<file path="src/sv/rvdec_pkg.sv">
// ----------------------------------------------------------------------------
// rvdec_pkg
// Shared types and operation codes for the RV32IMAC instruction decoder.
// ----------------------------------------------------------------------------
package rvdec_pkg;

  localparam logic [6:0] K_LUI = 7'd0, K_AUIPC = 7'd1, K_JAL = 7'd2, K_JALR = 7'd3;
  localparam logic [6:0] K_BEQ = 7'd4, K_BNE = 7'd5, K_BLT = 7'd6, K_BGE = 7'd7;
  localparam logic [6:0] K_BLTU = 7'd8, K_BGEU = 7'd9;
  localparam logic [6:0] K_LB = 7'd10, K_LH = 7'd11, K_LW = 7'd12, K_LBU = 7'd13;
  localparam logic [6:0] K_LHU = 7'd14, K_SB = 7'd15, K_SW = 7'd17;
  localparam logic [6:0] K_ADDI = 7'd18, K_SLTI = 7'd19, K_SLTIU = 7'd20, K_XORI = 7'd21;
  localparam logic [6:0] K_ORI = 7'd22, K_ANDI = 7'd23, K_SLLI = 7'd24, K_SRLI = 7'd25;
  localparam logic [6:0] K_SRAI = 7'd26;
  localparam logic [6:0] K_ADD = 7'd27, K_SUB = 7'd28, K_SLL = 7'd29, K_SLT = 7'd30;
  localparam logic [6:0] K_SLTU = 7'd31, K_XOR = 7'd32, K_SRL = 7'd33, K_SRA = 7'd34;
  localparam logic [6:0] K_OR = 7'd35, K_AND = 7'd36;
  localparam logic [6:0] K_FENCE = 7'd37, K_ECALL = 7'd38, K_EBREAK = 7'd39, K_MRET = 7'd40;
  localparam logic [6:0] K_CSRRW = 7'd41, K_CSRRS = 7'd42, K_CSRRC = 7'd43;
  localparam logic [6:0] K_CSRRWI = 7'd44, K_CSRRSI = 7'd45, K_CSRRCI = 7'd46;
  localparam logic [6:0] K_MUL = 7'd47;
  localparam logic [6:0] K_LR_W = 7'd55, K_SC_W = 7'd56, K_AMOSWAP_W = 7'd57;
  localparam logic [6:0] K_AMOADD_W = 7'd58, K_AMOXOR_W = 7'd59, K_AMOAND_W = 7'd60;
  localparam logic [6:0] K_AMOOR_W = 7'd61, K_AMOMIN_W = 7'd62, K_AMOMAX_W = 7'd63;
  localparam logic [6:0] K_AMOMINU_W = 7'd64, K_AMOMAXU_W = 7'd65;

  localparam logic [6:0] OPC_LUI = 7'h37, OPC_AUIPC = 7'h17, OPC_JAL = 7'h6F;
  localparam logic [6:0] OPC_JALR = 7'h67, OPC_BRANCH = 7'h63, OPC_AMO = 7'h2F;
  localparam logic [6:0] OPC_SYSTEM = 7'h73, OPC_FENCE = 7'h0F, OPC_LOAD = 7'h03;
  localparam logic [6:0] OPC_STORE = 7'h23, OPC_OPIMM = 7'h13, OPC_OP = 7'h33;
  localparam logic [11:0] SYS_MRET = 12'h302;
  localparam logic [6:0] F7_ALT = 7'h20;

  typedef struct packed {
    logic        ok;
    logic [6:0]  op_kind;
    logic [4:0]  dest_reg;
    logic [4:0]  src1_reg;
    logic [4:0]  src2_reg;
    logic [2:0]  minor_code;
    logic [6:0]  major_code;
    logic [31:0] imm_value;
    logic        is_short;
    logic [6:0]  major_opcode;
  } dec_t;

endpackage

</file>
<file path="src/sv/rvdec_full.sv">
// ----------------------------------------------------------------------------
// rvdec_full
// Decodes a 32-bit RV32I/M/A instruction word.
// ----------------------------------------------------------------------------
module rvdec_full (
  input  logic [31:0]         word,
  output rvdec_pkg::dec_t     dec
);
  import rvdec_pkg::*;

  logic [6:0]  op, f7;
  logic [4:0]  rd, rs1, rs2, f5;
  logic [2:0]  f3;
  logic [31:0] imm_i, imm_s, imm_b, imm_u, imm_j;
  logic        good;
  logic [6:0]  kind;
  logic [2:0]  form; // 1 R, 2 I, 3 S, 4 B, 5 U, 6 J

  assign op  = word[6:0];
  assign rd  = word[11:7];
  assign f3  = word[14:12];
  assign rs1 = word[19:15];
  assign rs2 = word[24:20];
  assign f7  = word[31:25];
  assign f5  = word[31:27];
  assign imm_i = {{20{word[31]}}, word[31:20]};
  assign imm_s = {{20{word[31]}}, word[31:25], word[11:7]};
  assign imm_b = {{19{word[31]}}, word[31], word[7], word[30:25], word[11:8], 1'b0};
  assign imm_u = {word[31:12], 12'd0};
  assign imm_j = {{11{word[31]}}, word[31], word[19:12], word[20], word[30:21], 1'b0};

  always_comb begin
    good = 1'b1;
    kind = K_LUI;
    form = 3'd0;
    case (op)
      OPC_LUI:   begin kind = K_LUI; form = 3'd5; end
      OPC_AUIPC: begin kind = K_AUIPC; form = 3'd5; end
      OPC_JAL:   begin kind = K_JAL; form = 3'd6; end
      OPC_JALR:  begin kind = K_JALR; form = 3'd2; end
      OPC_FENCE: begin kind = K_FENCE; form = 3'd2; end
      OPC_BRANCH: begin
        form = 3'd4;
        case (f3)
          3'd0: kind = K_BEQ;
          3'd1: kind = K_BNE;
          3'd4: kind = K_BLT;
          3'd5: kind = K_BGE;
          3'd6: kind = K_BLTU;
          3'd7: kind = K_BGEU;
          default: good = 1'b0;
        endcase
      end
      OPC_LOAD: begin
        form = 3'd2;
        case (f3)
          3'd0: kind = K_LB;
          3'd1: kind = K_LH;
          3'd2: kind = K_LW;
          3'd4: kind = K_LBU;
          3'd5: kind = K_LHU;
          default: good = 1'b0;
        endcase
      end
      OPC_STORE: begin
        form = 3'd3;
        good = (f3 <= 3'd2);
        kind = K_SB + {4'd0, f3};
      end
      OPC_OPIMM: begin
        form = 3'd2;
        case (f3)
          3'd0: kind = K_ADDI;
          3'd1: kind = K_SLLI;
          3'd2: kind = K_SLTI;
          3'd3: kind = K_SLTIU;
          3'd4: kind = K_XORI;
          3'd6: kind = K_ORI;
          3'd7: kind = K_ANDI;
          default: begin
            if (f7 == 7'd0) kind = K_SRLI;
            else if (f7 == F7_ALT) kind = K_SRAI;
            else good = 1'b0;
          end
        endcase
      end
      OPC_OP: begin
        form = 3'd1;
        if (f7 == 7'd0) begin
          case (f3)
            3'd0: kind = K_ADD;
            3'd1: kind = K_SLL;
            3'd2: kind = K_SLT;
            3'd3: kind = K_SLTU;
            3'd4: kind = K_XOR;
            3'd5: kind = K_SRL;
            3'd6: kind = K_OR;
            default: kind = K_AND;
          endcase
        end else if (f7 == 7'd1) kind = K_MUL + {4'd0, f3};
        else if (f7 == F7_ALT && f3 == 3'd0) kind = K_SUB;
        else if (f7 == F7_ALT && f3 == 3'd5) kind = K_SRA;
        else good = 1'b0;
      end
      OPC_SYSTEM: begin
        form = 3'd2;
        case (f3)
          3'd0: begin
            if (word[31:20] == 12'd0) kind = K_ECALL;
            else if (word[31:20] == 12'd1) kind = K_EBREAK;
            else if (word[31:20] == SYS_MRET) kind = K_MRET;
            else good = 1'b0;
          end
          3'd1: kind = K_CSRRW;
          3'd2: kind = K_CSRRS;
          3'd3: kind = K_CSRRC;
          3'd5: kind = K_CSRRWI;
          3'd6: kind = K_CSRRSI;
          3'd7: kind = K_CSRRCI;
          default: good = 1'b0;
        endcase
      end
      OPC_AMO: begin
        form = 3'd1;
        if (f3 != 3'd2) good = 1'b0;
        case (f5)
          5'h02: kind = K_LR_W;
          5'h03: kind = K_SC_W;
          5'h01: kind = K_AMOSWAP_W;
          5'h00: kind = K_AMOADD_W;
          5'h04: kind = K_AMOXOR_W;
          5'h0C: kind = K_AMOAND_W;
          5'h08: kind = K_AMOOR_W;
          5'h10: kind = K_AMOMIN_W;
          5'h14: kind = K_AMOMAX_W;
          5'h18: kind = K_AMOMINU_W;
          5'h1C: kind = K_AMOMAXU_W;
          default: good = 1'b0;
        endcase
      end
      default: good = 1'b0;
    endcase
  end

  always_comb begin
    dec = '0;
    if (good) begin
      dec.ok = 1'b1;
      dec.op_kind = kind;
      dec.major_opcode = op;
      case (form)
        3'd1: begin
          dec.dest_reg = rd; dec.src1_reg = rs1; dec.src2_reg = rs2;
          dec.minor_code = f3; dec.major_code = f7;
        end
        3'd2: begin
          dec.dest_reg = rd; dec.src1_reg = rs1; dec.minor_code = f3;
          dec.imm_value = imm_i;
        end
        3'd3: begin
          dec.src1_reg = rs1; dec.src2_reg = rs2; dec.minor_code = f3;
          dec.imm_value = imm_s;
        end
        3'd4: begin
          dec.src1_reg = rs1; dec.src2_reg = rs2; dec.minor_code = f3;
          dec.imm_value = imm_b;
        end
        3'd5: begin dec.dest_reg = rd; dec.imm_value = imm_u; end
        default: begin dec.dest_reg = rd; dec.imm_value = imm_j; end
      endcase
    end
  end

endmodule

</file>
<file path="src/sv/rvdec_short.sv">
// ----------------------------------------------------------------------------
// rvdec_short
// Expands a 16-bit RV32C compressed word into its base operation.
// ----------------------------------------------------------------------------
module rvdec_short (
  input  logic [15:0]         word,
  output rvdec_pkg::dec_t     dec
);
  import rvdec_pkg::*;

  logic [1:0]  q;
  logic [2:0]  f3;
  logic [4:0]  r5, s5, rp, sp;
  logic [31:0] imm6, imm_j, imm_b, imm_4spn, imm_lw, imm_16sp, imm_lui, imm_lwsp, imm_swsp;
  logic        good;

  assign q  = word[1:0];
  assign f3 = word[15:13];
  assign r5 = word[11:7];
  assign s5 = word[6:2];
  assign rp = {2'b01, word[9:7]};
  assign sp = {2'b01, word[4:2]};
  assign imm6 = {{27{word[12]}}, word[6:2]};
  assign imm_j = {{21{word[12]}}, word[8], word[10:9], word[6], word[7], word[2], word[11],
                  word[5:3], 1'b0};
  assign imm_b = {{24{word[12]}}, word[6:5], word[2], word[11:10], word[4:3], 1'b0};
  assign imm_4spn = {22'd0, word[10:7], word[12:11], word[5], word[6], 2'b00};
  assign imm_lw = {25'd0, word[5], word[12:10], word[6], 2'b00};
  assign imm_16sp = {{23{word[12]}}, word[4:3], word[5], word[2], word[6], 4'd0};
  assign imm_lui = {{15{word[12]}}, word[6:2], 12'd0};
  assign imm_lwsp = {24'd0, word[3:2], word[12], word[6:4], 2'b00};
  assign imm_swsp = {24'd0, word[8:7], word[12:9], 2'b00};

  always_comb begin
    dec = '0;
    good = 1'b1;
    case (q)
      2'd0: begin
        case (f3)
          3'd0: begin
            good = (imm_4spn != 32'd0);
            dec.op_kind = K_ADDI; dec.dest_reg = sp; dec.src1_reg = 5'd2;
            dec.imm_value = imm_4spn;
          end
          3'd2: begin
            dec.op_kind = K_LW; dec.dest_reg = sp; dec.src1_reg = rp;
            dec.imm_value = imm_lw;
          end
          3'd6: begin
            dec.op_kind = K_SW; dec.src2_reg = sp; dec.src1_reg = rp;
            dec.imm_value = imm_lw;
          end
          default: good = 1'b0;
        endcase
      end
      2'd1: begin
        case (f3)
          3'd0: begin
            dec.op_kind = K_ADDI; dec.dest_reg = r5; dec.src1_reg = r5;
            dec.imm_value = imm6;
          end
          3'd1: begin dec.op_kind = K_JAL; dec.dest_reg = 5'd1; dec.imm_value = imm_j; end
          3'd2: begin dec.op_kind = K_ADDI; dec.dest_reg = r5; dec.imm_value = imm6; end
          3'd3: begin
            if (r5 == 5'd2) begin
              good = (imm_16sp != 32'd0);
              dec.op_kind = K_ADDI; dec.dest_reg = 5'd2; dec.src1_reg = 5'd2;
              dec.imm_value = imm_16sp;
            end else begin
              good = (imm_lui != 32'd0) && (r5 != 5'd0);
              dec.op_kind = K_LUI; dec.dest_reg = r5; dec.imm_value = imm_lui;
            end
          end
          3'd4: begin
            dec.dest_reg = rp; dec.src1_reg = rp;
            case (word[11:10])
              2'd0: begin dec.op_kind = K_SRLI; dec.imm_value = {27'd0, s5}; end
              2'd1: begin dec.op_kind = K_SRAI; dec.imm_value = {27'd0, s5}; end
              2'd2: begin dec.op_kind = K_ANDI; dec.imm_value = imm6; end
              default: begin
                dec.src2_reg = sp;
                case (word[6:5])
                  2'd0: dec.op_kind = K_SUB;
                  2'd1: dec.op_kind = K_XOR;
                  2'd2: dec.op_kind = K_OR;
                  default: dec.op_kind = K_AND;
                endcase
              end
            endcase
          end
          3'd5: begin dec.op_kind = K_JAL; dec.imm_value = imm_j; end
          default: begin
            dec.op_kind = (f3 == 3'd6) ? K_BEQ : K_BNE;
            dec.src1_reg = rp; dec.imm_value = imm_b;
          end
        endcase
      end
      default: begin
        case (f3)
          3'd0: begin
            good = (r5 != 5'd0);
            dec.op_kind = K_SLLI; dec.dest_reg = r5; dec.src1_reg = r5;
            dec.imm_value = {27'd0, s5};
          end
          3'd2: begin
            good = (r5 != 5'd0);
            dec.op_kind = K_LW; dec.dest_reg = r5; dec.src1_reg = 5'd2;
            dec.imm_value = imm_lwsp;
          end
          3'd4: begin
            if (s5 != 5'd0) begin
              dec.op_kind = K_ADD; dec.dest_reg = r5; dec.src2_reg = s5;
              if (word[12]) dec.src1_reg = r5;
            end else if (r5 == 5'd0) begin
              if (word[12]) dec.op_kind = K_EBREAK;
              else good = 1'b0;
            end else begin
              dec.op_kind = K_JALR; dec.src1_reg = r5;
              if (word[12]) dec.dest_reg = 5'd1;
            end
          end
          3'd6: begin
            dec.op_kind = K_SW; dec.src1_reg = 5'd2; dec.src2_reg = s5;
            dec.imm_value = imm_swsp;
          end
          default: good = 1'b0;
        endcase
      end
    endcase
    dec.ok = 1'b1;
    dec.is_short = 1'b1;
    dec.major_opcode = {5'd0, q};
    if (!good) dec = '0;
  end

endmodule

</file>
<file path="src/sv/rv32imac_instruction_decoder_unit.sv">
// ----------------------------------------------------------------------------
// rv32imac_instruction_decoder_unit
// Streaming RV32IMAC decoder: one instruction word in, one decoded record out.
// ----------------------------------------------------------------------------
// Each accepted word is registered, decoded by combinational logic and the
// result is registered, so its decode appears on the master side once both
// registers have advanced again. Both registers advance together when the
// output register is empty or being drained, and only then is a word taken;
// throughput is one word per cycle while the master side does not stall.
module rv32imac_instruction_decoder_unit (
  input  logic        clk,
  input  logic        rst,
  input  logic        s_tvalid,
  output logic        s_tready,
  input  logic [31:0] s_tdata,   // instr_word
  output logic        m_tvalid,
  input  logic        m_tready,
  // ok, op_kind, dest_reg, src1_reg, src2_reg, minor_code, major_code,
  // imm_value, is_short, major_opcode; zero pad to 80 bits
  output logic [79:0] m_tdata
);
  import rvdec_pkg::*;

  logic        in_valid;
  logic [31:0] in_word;
  logic        out_valid;
  dec_t        out_dec;
  dec_t        dec_full, dec_short, dec_next;
  logic        advance;

  rvdec_full u_full (.word(in_word), .dec(dec_full));
  rvdec_short u_short (.word(in_word[15:0]), .dec(dec_short));

  assign dec_next = (in_word[1:0] == 2'b11) ? dec_full : dec_short;
  assign advance  = !out_valid || m_tready;
  assign s_tready = advance;

  always_ff @(posedge clk) begin
    if (rst) begin
      in_valid  <= 1'b0;
      out_valid <= 1'b0;
    end else if (advance) begin
      in_valid  <= s_tvalid;
      out_valid <= in_valid;
    end
  end

  always_ff @(posedge clk) begin
    if (advance) begin
      in_word <= s_tdata;
      out_dec <= dec_next;
    end
  end

  assign m_tvalid = out_valid;
  assign m_tdata = {7'd0, out_dec.major_opcode, out_dec.is_short, out_dec.imm_value,
                    out_dec.major_code, out_dec.minor_code, out_dec.src2_reg,
                    out_dec.src1_reg, out_dec.dest_reg, out_dec.op_kind, out_dec.ok};

endmodule

</file>
<file path="config.mk">
export PLATFORM = sky130hd
export DESIGN_NAME = rv32imac_instruction_decoder_unit
export DESIGN_NICKNAME = d
export VERILOG_FILES = /design/src/sv/rvdec_pkg.sv /design/src/sv/rvdec_full.sv /design/src/sv/rvdec_short.sv /design/src/sv/rv32imac_instruction_decoder_unit.sv
export SDC_FILE = /design/constraint.sdc
export NUM_CORES = 1
export LEC_CHECK = 0
export BUFFER_PORTS_ARGS = -buffer_cell sky130_fd_sc_hd__buf_2
export CORE_MARGIN = 2
export CORE_UTILIZATION = 25
export DETAILED_ROUTE_END_ITERATION = 16
export PLACE_DENSITY = 0.37
export RECOVER_POWER = 100
export SETUP_SLACK_MARGIN = 0.15
export SYNTH_ARGS = -nofsm -noshare
export SYNTH_HDL_FRONTEND = slang
export SYNTH_HIERARCHICAL = 1
export SYNTH_SLANG_ARGS = --single-unit
</file>
<file path="constraint.sdc">
create_clock -name clk -period 4.7 [get_ports clk]
set_input_delay 0.47 -clock clk [delete_from_list [all_inputs] [get_ports clk]]
set_output_delay 0.47 -clock clk [all_outputs]
set_load 0.03 [all_outputs]
</file>
==> impl_metrics.env, run 1 <==
export IMPL_min_from="s_tdata[14]"
export IMPL_arrival_ns=3.90
export IMPL_cp_end_kind="register"
export IMPL_grt_ovfl_total=0
export IMPL_first_pass_iters=6
export IMPL_relSlewSlack_pct=-55.37
export IMPL_violations="capacitance limit, slew limit"
export IMPL_final_common_cell="edfxtp_1"
export IMPL_hpwl_mm=22.14
export IMPL_die_x_um=186.3
export IMPL_cts_repair_resized=0
export IMPL_grt_usage_pct=18.00
export IMPL_nets=1002
export IMPL_synth_enable_flop_cells=105
export IMPL_synth_ff_type="edfxtp_1"
export IMPL_portBuffers=110
export IMPL_die_h_um=186.3
export IMPL_syn_inst=886
export IMPL_num_antenna_cells=0
export IMPL_cts_buffers=9
export IMPL_io_pin_count=118
export IMPL_start_util_pct=25.47
export IMPL_critPathLaunch="in_word[12]$_DFFE_PP_"
export IMPL_layout_min_cycle_time_ns=3.795
export IMPL_grt_first_pass_wirelength_mm=46.47
export IMPL_routedWlPerCell_um=22.28
export IMPL_ys_warn_count=6
export IMPL_cp_max_fo=23
export IMPL_setup_tns_final_ns=0
export IMPL_cts_htree_levels=3
export IMPL_clk_latency_ns=0.37
export IMPL_viasPerCell=5.142
export IMPL_fmax_mhz=263.5
export IMPL_drt_iter0_markers=645
export IMPL_setup_violations=0
export IMPL_drc_errors=0
export IMPL_avgSynthCellArea_um2=9.376
export IMPL_core_area_um2=32620
export IMPL_die_area_um2=34700
export IMPL_finalMaxSlewViolations=41
export IMPL_clock_sinks=107
export IMPL_syn_to_final_growth_pct=10.57
export IMPL_path_class="register to register"
export IMPL_synth_seq_area_share_pct=38.44
export IMPL_status="finished with violations"
export IMPL_drive_gt1_share_pct=17.45
export IMPL_p_per_area_nw_per_um2=287.5
export IMPL_synthArstFlopShare_pct=0
export IMPL_worst_pin_slew_ns=2.331
export IMPL_grt_max_degree=62
export IMPL_post_cts_buffers=0
export IMPL_num_vias=7193
export IMPL_finalCritPeriodShare_pct=80.74
export IMPL_mappedNetlistArea_um2=8307
export IMPL_hold_path_class="input pin to register"
export IMPL_final_cells=1399
export IMPL_cts_hold_buffers=0
export IMPL_dp_cells=1383
export IMPL_ys_seq_elements=107
export IMPL_wl_mm=31.17
export IMPL_p_leak_nw=3.456
export IMPL_cts_tree="done"
export IMPL_critPathRequiredTime_ns=4.81
export IMPL_crit_path_start_kind="register"
export IMPL_layout_common_cells="105 x edfxtp_1, 82 x clkbuf_1, 70 x mux2_2"
export IMPL_antenna_left=0
export IMPL_globalplace_congestion=0.8737
export IMPL_cts_max_path_buffers=2
export IMPL_antenna_found_initial=1
export IMPL_clockRootBuffer="clkbuf_16"
export IMPL_grt_pass1_vias=7103
export IMPL_rsz0062_at_grt="false"
export IMPL_maxCapViolations=1
export IMPL_clk_pin_slew_ns=0.08
export IMPL_whs_ns=0.2751
export IMPL_vdd_ir_drop_max_mv=0.1718
export IMPL_hold_viol=0
export IMPL_r2r_start="in_word[12]$_DFFE_PP_"
export IMPL_synth_distinct_cells=90
export IMPL_rows=66
export IMPL_finClkSkew_ns=0.01119
==> kinds of logic (layout without fill, tap and decap cells) <==
family          count (synthesis)  in the layout  share of synthesized area [%]
other cells                     3             24                         0.1356
buf+inv                       132            182                          9.007
compound gates                236            236                          18.96
xor+xnor                        1              1                         0.1055
flops                         107            107                          38.44
simple gates                  313            313                          20.18
fa+ha+maj                      15             15                          2.229
mux                            79             79                          10.94
==> state kept, by name, summed over array words and instances (netlist names) <==
name,cells
in_valid,1
in_word,32
m_tdata,73
m_tvalid,1
==> layer usage <==
| layer | global-route usage (%) | routed length [um] | vias to the layer above |
|---|---|---|---|
| li1 | - | - | 3375 |
| met1 | 24.75 | 14320 | 3554 |
| met2 | 29.96 | 14980 | 236 |
| met3 | 2.453 | 1345 | 28 |
| met4 | 4.220 | 518 | 0 |
| met5 | 0 | 0 | - |
==> metrics by stage <==
stage                     total power, mW  setup slack [ns]  instance area (um2)  utilization (%)
after detailed placement            1.954             1.285                 9072            27.81
after CTS                           2.699             1.273                 9341            28.64
after floorplan                     1.737            0.9469                 8386                -
after global routing                2.773            0.5945                 9185            28.16
final                               2.640            0.9053                 9185            28.16
after global placement              1.964             1.312                 9072            27.81
==> worst paths after layout <==
check | endpoint | slack, ns | depth (start not counted)
worst min-delay path | in_word[14]$_DFFE_PP_ | 0.28 | 1
worst min register to register | m_tvalid$_SDFFE_PP0P_ | 0.44 | 2
worst max register to register | m_tdata[35]$_DFFE_PP_ | 0.91 | 10
worst max-delay path | m_tdata[35]$_DFFE_PP_ | 0.91 | 10
==> synthesized netlist by cell type (4+ instances only) <==
| cell type | count | share of area (%) |
|---|---|---|
| a211oi_1 | 10 | 0.90 |
| a21o_1 | 7 | 0.63 |
| a21oi_1 | 66 | 4.0 |
| a221oi_1 | 7 | 0.74 |
| a22oi_1 | 8 | 0.72 |
| a311oi_1 | 4 | 0.42 |
| a31oi_1 | 13 | 0.98 |
| a32oi_1 | 6 | 0.63 |
| and2_1 | 26 | 2.0 |
| and3_1 | 19 | 1.4 |
| buf_1 | 8 | 0.36 |
| buf_2 | 16 | 0.96 |
| buf_4 | 41 | 3.7 |
| clkbuf_1 | 29 | 1.3 |
| clkbuf_8 | 7 | 1.2 |
| edfxtp_1 | 105 | 38 |
| ha_1 | 14 | 2.1 |
| inv_1 | 26 | 1.2 |
| mux2_2 | 70 | 9.5 |
| mux2_4 | 6 | 1.1 |
| nand2_1 | 69 | 3.1 |
| nand2b_1 | 11 | 0.83 |
| nand3_1 | 20 | 1.2 |
| nor2_1 | 65 | 2.9 |
| nor2b_1 | 16 | 1.2 |
| nor3_1 | 35 | 2.1 |
| nor4bb_1 | 4 | 0.48 |
| o211ai_1 | 12 | 1.1 |
| o21a_1 | 6 | 0.54 |
| o21ai_0 | 36 | 2.2 |
| o21ai_1 | 5 | 0.30 |
| o22ai_1 | 11 | 0.83 |
| o31ai_1 | 5 | 0.45 |
| or3_1 | 6 | 0.45 |
==> final cells by class <==
class                           instances  area, um2
Clock buffer                            9      225.2
Fill cell                            3551      23430
Timing Repair Buffer                  137      653.1
Tap cell                              442      553.0
Clock inverter                          7      43.79
Multi-Input combinational cell        668       4408
Sequential cell                       107       3193
Inverter                               29      108.9
==> critical path: stages (launching register included) <==
cell and delay (ns):
edfxtp_1 0.62, inv_1 0.22, ha_1 0.34, and2_0 0.24, o311ai_0 0.51, o22ai_2 0.15
or3_1 0.38, nor2_1 0.15, clkbuf_2 0.51, nor2_1 0.12, mux2_1 0.30
==> where the power goes <==
part           leakage, nW  total, mW  internal [mW]  switching (mW)
clock network        0.135      0.728          0.359           0.369
logic                 2.13      0.677          0.207           0.470
registers             1.19       1.24           1.14          0.0913
Note: power is estimated with default switching activity, not from simulation.
==> inputs of run 2 (changes only) <==
--- a/config.mk
+++ b/config.mk
@@ -9,7 +9,7 @@
 export CORE_MARGIN = 2
 export CORE_UTILIZATION = 25
 export DETAILED_ROUTE_END_ITERATION = 16
-export PLACE_DENSITY = 0.37
+export PLACE_DENSITY = 0.39
 export RECOVER_POWER = 100
 export SETUP_SLACK_MARGIN = 0.15
 export SYNTH_ARGS = -nofsm -noshare
==> constraint.sdc (replaced) <==
create_clock -name clk -period 3.4 [get_ports clk]
set_input_delay 0.34 -clock clk [delete_from_list [all_inputs] [get_ports clk]]
set_output_delay 0.34 -clock clk [all_outputs]
set_load 0.03 [all_outputs]
==> impl_metrics.env, run 2 (synthesized netlist as in run 1, its figures left out) <==
export IMPL_status="complete, no violations"
export IMPL_min_from="s_tdata[26]"
export IMPL_hold_path_class="input pin to register"
export IMPL_cts_tree="done"
export IMPL_path_class="register to register"
export IMPL_arrival_ns=3.39
export IMPL_first_pass_iters=5
export IMPL_drive_gt1_share_pct=21.46
export IMPL_layout_common_cells="105 x edfxtp_1, 82 x clkbuf_1, 69 x mux2_2, 69 x nand2_1, 66 x a21oi_1"
export IMPL_routedWlPerCell_um=21.64
export IMPL_antenna_found_initial=0
export IMPL_die_area_um2=34700
export IMPL_cts_htree_levels=3
export IMPL_critPathRequiredTime_ns=3.65
export IMPL_hpwl_mm=22.54
export IMPL_drt_iter0_markers=729
export IMPL_hold_viol=0
export IMPL_grt_first_pass_wirelength_mm=46.16
export IMPL_clock_sinks=107
export IMPL_setup_tns_final_ns=0
export IMPL_r2r_slack_ns=0.26
export IMPL_viasPerCell=5.087
export IMPL_maxCapViolations=0
export IMPL_die_x_um=186.3
export IMPL_critPathLaunch="in_word[6]$_DFFE_PP_"
export IMPL_layout_min_cycle_time_ns=3.141
export IMPL_cts_repair_resized=0
export IMPL_drc_errors=0
export IMPL_antenna_left=0
export IMPL_cts_max_path_buffers=2
export IMPL_clk_pin_slew_ns=0.08
export IMPL_relSlewSlack_pct=8.010
export IMPL_num_antenna_cells=0
export IMPL_r2r_cells=9
export IMPL_clk_latency_ns=0.38
export IMPL_cts_buffers=9
export IMPL_grt_max_degree=44
export IMPL_vdd_ir_drop_max_mv=0.2358
export IMPL_rows=66
export IMPL_worst_pin_slew_ns=1.380
export IMPL_cp_max_fo=17
export IMPL_grt_pass1_vias=7157
export IMPL_cp_end_kind="register"
export IMPL_finalMaxSlewViolations=0
export IMPL_nets=1047
export IMPL_p_per_area_nw_per_um2=404.8
export IMPL_portBuffers=110
export IMPL_syn_to_final_growth_pct=15.86
export IMPL_io_pin_count=118
export IMPL_final_common_cell="edfxtp_1"
export IMPL_finalCritPeriodShare_pct=92.39
export IMPL_core_area_um2=32620
export IMPL_cts_hold_buffers=0
export IMPL_r2r_start="in_word[6]$_DFFE_PP_"
export IMPL_setup_ws_ns=0.2588
export IMPL_grt_ovfl_total=0
export IMPL_fmax_mhz=318.4
export IMPL_die_h_um=186.3
export IMPL_rsz0062_at_grt="false"
export IMPL_largest_reg_flops=73
export IMPL_finClkSkew_ns=0.007730
export IMPL_wl_mm=31.24
export IMPL_grt_usage_pct=18.13
export IMPL_start_util_pct=25.47
export IMPL_hold_depth=1
export IMPL_globalplace_congestion=0.9218
export IMPL_r2r_end="m_tdata[2]$_DFFE_PP_"
export IMPL_post_cts_buffers=0
export IMPL_clockRootBuffer="clkbuf_16"
export IMPL_num_vias=7345
export IMPL_setup_violations=0
export IMPL_place_ws_ns=0.3594
export IMPL_crit_path_start_kind="register"
export IMPL_p_leak_nw=3.714
export IMPL_hold_end="in_word[26]$_DFFE_PP_"
-- run 2: layer usage --
| layer | track usage [%] | share of wire [%] | up-vias |
|---|---|---|---|
| li1 | - | - | 3472 |
| met1 | 25.03 | 46 | 3582 |
| met2 | 29.56 | 47 | 255 |
| met3 | 2.784 | 4.7 | 36 |
| met4 | 4.756 | 1.8 | 0 |
| met5 | 0 | 0 | - |
-- run 2: how the worst max path moves through the flow --
stage                             to
2_1_floorplan  m_tdata[10]$_DFFE_PP_
3_3_place_gp   m_tdata[57]$_DFFE_PP_
3_5_place_dp   m_tdata[57]$_DFFE_PP_
4_1_cts        m_tdata[57]$_DFFE_PP_
5_1_grt         m_tdata[2]$_DFFE_PP_
6_report        m_tdata[2]$_DFFE_PP_
-- run 2: power by group --
group	leakage, nW	internal [mW]	switching, mW
clock network	0.161	0.659	0.544
logic	2.36	0.331	0.687
registers	1.19	1.58	0.0941
-- run 2: layout make-up --
cell class	instances	area, um2
fill	3542	22990
timing repair buffer	182	1026
clock inverter	7	108.9
inverter	29	108.9
clock buffer	9	225.2
multi-input combinational	668	4409
tap	442	553.0
sequential	107	3193
-- run 2: critical path, stage by stage (launching register included) --
cell and delay, ns:
edfxtp_1 0.84, clkbuf_1 0.28, inv_1 0.09, ha_1 0.21
a31o_1 0.19, a32oi_1 0.39, nand2_4 0.21, a211oi_1 0.46
buf_4 0.20, mux2_2 0.14
-- run 2: metrics by stage --
step	hold WS [ns]	total power [mW]	cells	utilization [%]	area, um2
final	0.1339	3.895	1444	29.51	9624
after global routing	0.1052	4.095	1444	29.51	9624
after CTS	0.1092	3.989	1444	30.03	9794
after detailed placement	0.4267	2.752	1428	29.00	9460
after global placement	0.4252	2.763	1428	29.00	9460
after floorplan	0.4091	2.398	907	-	8388
==> inputs of run 3 (changes only) <==
--- a/config.mk
+++ b/config.mk
@@ -6,10 +6,12 @@
 export NUM_CORES = 1
 export LEC_CHECK = 0
 export BUFFER_PORTS_ARGS = -buffer_cell sky130_fd_sc_hd__buf_2
+export CELL_PAD_IN_SITES_DETAIL_PLACEMENT = 1
+export CELL_PAD_IN_SITES_GLOBAL_PLACEMENT = 1
 export CORE_MARGIN = 2
 export CORE_UTILIZATION = 25
 export DETAILED_ROUTE_END_ITERATION = 16
-export PLACE_DENSITY = 0.39
+export PLACE_DENSITY = 0.48
 export RECOVER_POWER = 100
 export SETUP_SLACK_MARGIN = 0.15
 export SYNTH_ARGS = -nofsm -noshare
==> impl_metrics.env, run 3 (synthesized netlist as in run 1, its figures left out) <==
export IMPL_finClkSkew_ns=0.01251
export IMPL_grt_usage_pct=19.43
export IMPL_syn_to_final_growth_pct=17.38
export IMPL_cp_slowest_cell="edfxtp_1"
export IMPL_layout_min_cycle_time_ns=3.226
export IMPL_path_class="register to register"
export IMPL_clock_sinks=107
export IMPL_cts_tree="done"
export IMPL_p_sw_mw=1.332
export IMPL_met3_usage_pct=3.407
export IMPL_globalplace_congestion=0.8929
export IMPL_rsz0062_at_grt="false"
export IMPL_grt_ovfl_total=0
export IMPL_layout_common_cells="105 x edfxtp_1, 80 x clkbuf_1, 80 x buf_4"
export IMPL_grt_busiest_layer="met2"
export IMPL_clock_power_share_pct=27.4
export IMPL_critPathTopFamily="simple AND/OR/NAND/NOR gates"
export IMPL_clockRootBuffer="clkbuf_16"
export IMPL_cts_htree_levels=3
export IMPL_portBuffers=110
export IMPL_setup_tns_final_ns=0
export IMPL_finalInstanceArea_um2=9751
export IMPL_arrival_ns=3.36
export IMPL_start_util_pct=25.47
export IMPL_crit_chain="clkbuf_1 -> or4_1 -> o21ai_0 -> nand3_1 -> nand2_1 -> nor3_1 -> mux2_2"
export IMPL_largest_reg_flops=73
export IMPL_cp_end_kind="register"
export IMPL_seqPwrFrac_pct=44.5
export IMPL_crit_path_start_kind="register"
export IMPL_antenna_left=0
export IMPL_critPathRequiredTime_ns=3.53
export IMPL_post_cts_buffers=0
export IMPL_multi_input_area_um2=4422
export IMPL_worst_pin_slew_ns=1.563
export IMPL_cts_max_path_buffers=2
export IMPL_clk_latency_ns=0.38
export IMPL_core_area_um2=32620
export IMPL_p_leak_nw=3.817
export IMPL_grt_pass1_vias=7665
export IMPL_violations="capacitance limit, slew limit"
export IMPL_die_h_um=186.3
export IMPL_relSlewSlack_pct=-4.184
export IMPL_cts_hold_buffers=0
export IMPL_place_area_um2=9610
export IMPL_grt_first_pass_wirelength_mm=49.44
export IMPL_hold_path_class="input pin to register"
export IMPL_finalMaxSlewViolations=34
export IMPL_nets=1069
export IMPL_wl_mm=33.35
export IMPL_vdd_ir_drop_max_mv=0.2650
export IMPL_maxCapViolations=1
export IMPL_clk_pin_slew_ns=0.08
export IMPL_rows=66
export IMPL_p_comb_share_pct=28.1
export IMPL_seq_area_um2=3193
export IMPL_grt_use_met2_pct=32.33
export IMPL_cp_max_fo=12
export IMPL_cts_buffers=9
export IMPL_num_vias=7502
export IMPL_cts_repair_resized=0
export IMPL_intPower_mw=2.436
export IMPL_viasPerCell=5.117
export IMPL_die_x_um=186.3
export IMPL_finalCritPeriodShare_pct=94.88
export IMPL_grt_max_degree=48
export IMPL_num_antenna_cells=0
export IMPL_p_per_area_nw_per_um2=386.4
export IMPL_first_pass_iters=5
export IMPL_status="finished with violations"
export IMPL_routedWlPerCell_um=22.75
export IMPL_hpwl_mm=24.99
export IMPL_fmax_mhz=310.0
export IMPL_crit_buf_inv=1
export IMPL_antenna_found_initial=1
export IMPL_drive_gt1_share_pct=23.34
export IMPL_die_area_um2=34700
export IMPL_worst_path_largest_cell_delay_ns=0.67
export IMPL_drt_iter0_markers=489
export IMPL_nFillCells=3812
export IMPL_hold_viol=0
export IMPL_grt_util_met1_pct=25.65
export IMPL_final_common_cell="edfxtp_1"
export IMPL_drc_errors=0
export IMPL_io_pin_count=118
export IMPL_setup_violations=0
export IMPL_p_sw_share_pct=35.35
==> run 3: cell types whose count changed in the layout (fill, tap and decap cells not counted), sizes merged <==
cell,before,now
clkinv,2,3
inv,31,32
bufinv,2,0
buf,97,120
clkinvlp,1,0
==> run 3: final cells by class <==
type | instances | share of cell area, %
clock buffers | 10 | 2.348
clock inverters | 6 | 0.4876
inverters | 29 | 1.116
multi-input cells | 668 | 45.35
flip-flops and latches | 107 | 32.75
well taps | 442 | 5.672
repair buffers | 204 | 12.28
==> run 3: power groups by stage <==
stage	Clock [mW]	Combinational, mW	Sequential (mW)
floorplan	0	0.546	1.85
global placement	0	1.08	1.72
detailed placement	0	1.08	1.71
CTS	1.08	1.08	1.68
global route	1.12	1.14	1.69
finish	1.03	1.06	1.68
==> run 3: path summary, 6_finish.rpt <==
kind / start / end / slack [ns] / depth (start not counted)
setup / recovery: in_word[14]$_DFFE_PP_ / m_tdata[4]$_DFFE_PP_ / 0.17 / 7
setup reg to reg: in_word[14]$_DFFE_PP_ / m_tdata[4]$_DFFE_PP_ / 0.17 / 7
hold reg to reg: in_valid$_SDFFE_PP0P_ / m_tvalid$_SDFFE_PP0P_ / 0.44 / 2
hold / removal: s_tdata[15] / in_word[15]$_DFFE_PP_ / 0.13 / 1
==> run 3: per-layer routing <==
layer  wire [um]  part of all wire, %  vias up
met5           0                    0        -
met3        1470                  4.4       45
met2       16050                   48      207
li1            -                    -     3502
met4         804                  2.4        0
met1       15020                   45     3748
==> run 3: stage by stage <==
step / setup slack, ns / hold slack [ns] / std cells / util, % / power, mW
5_1_grt: 0.08938 / 0.1110 / 1466 / 29.89 / 3.955
2_1_floorplan: 0.3634 / 0.4091 / 907 / - / 2.398
3_5_place_dp: 0.3374 / 0.4360 / 1448 / 29.46 / 2.790
4_1_cts: 0.3387 / 0.1089 / 1464 / 30.31 / 3.846
3_3_place_gp: 0.2554 / 0.4260 / 1448 / 29.46 / 2.798
6_report: 0.1742 / 0.1317 / 1466 / 29.89 / 3.768
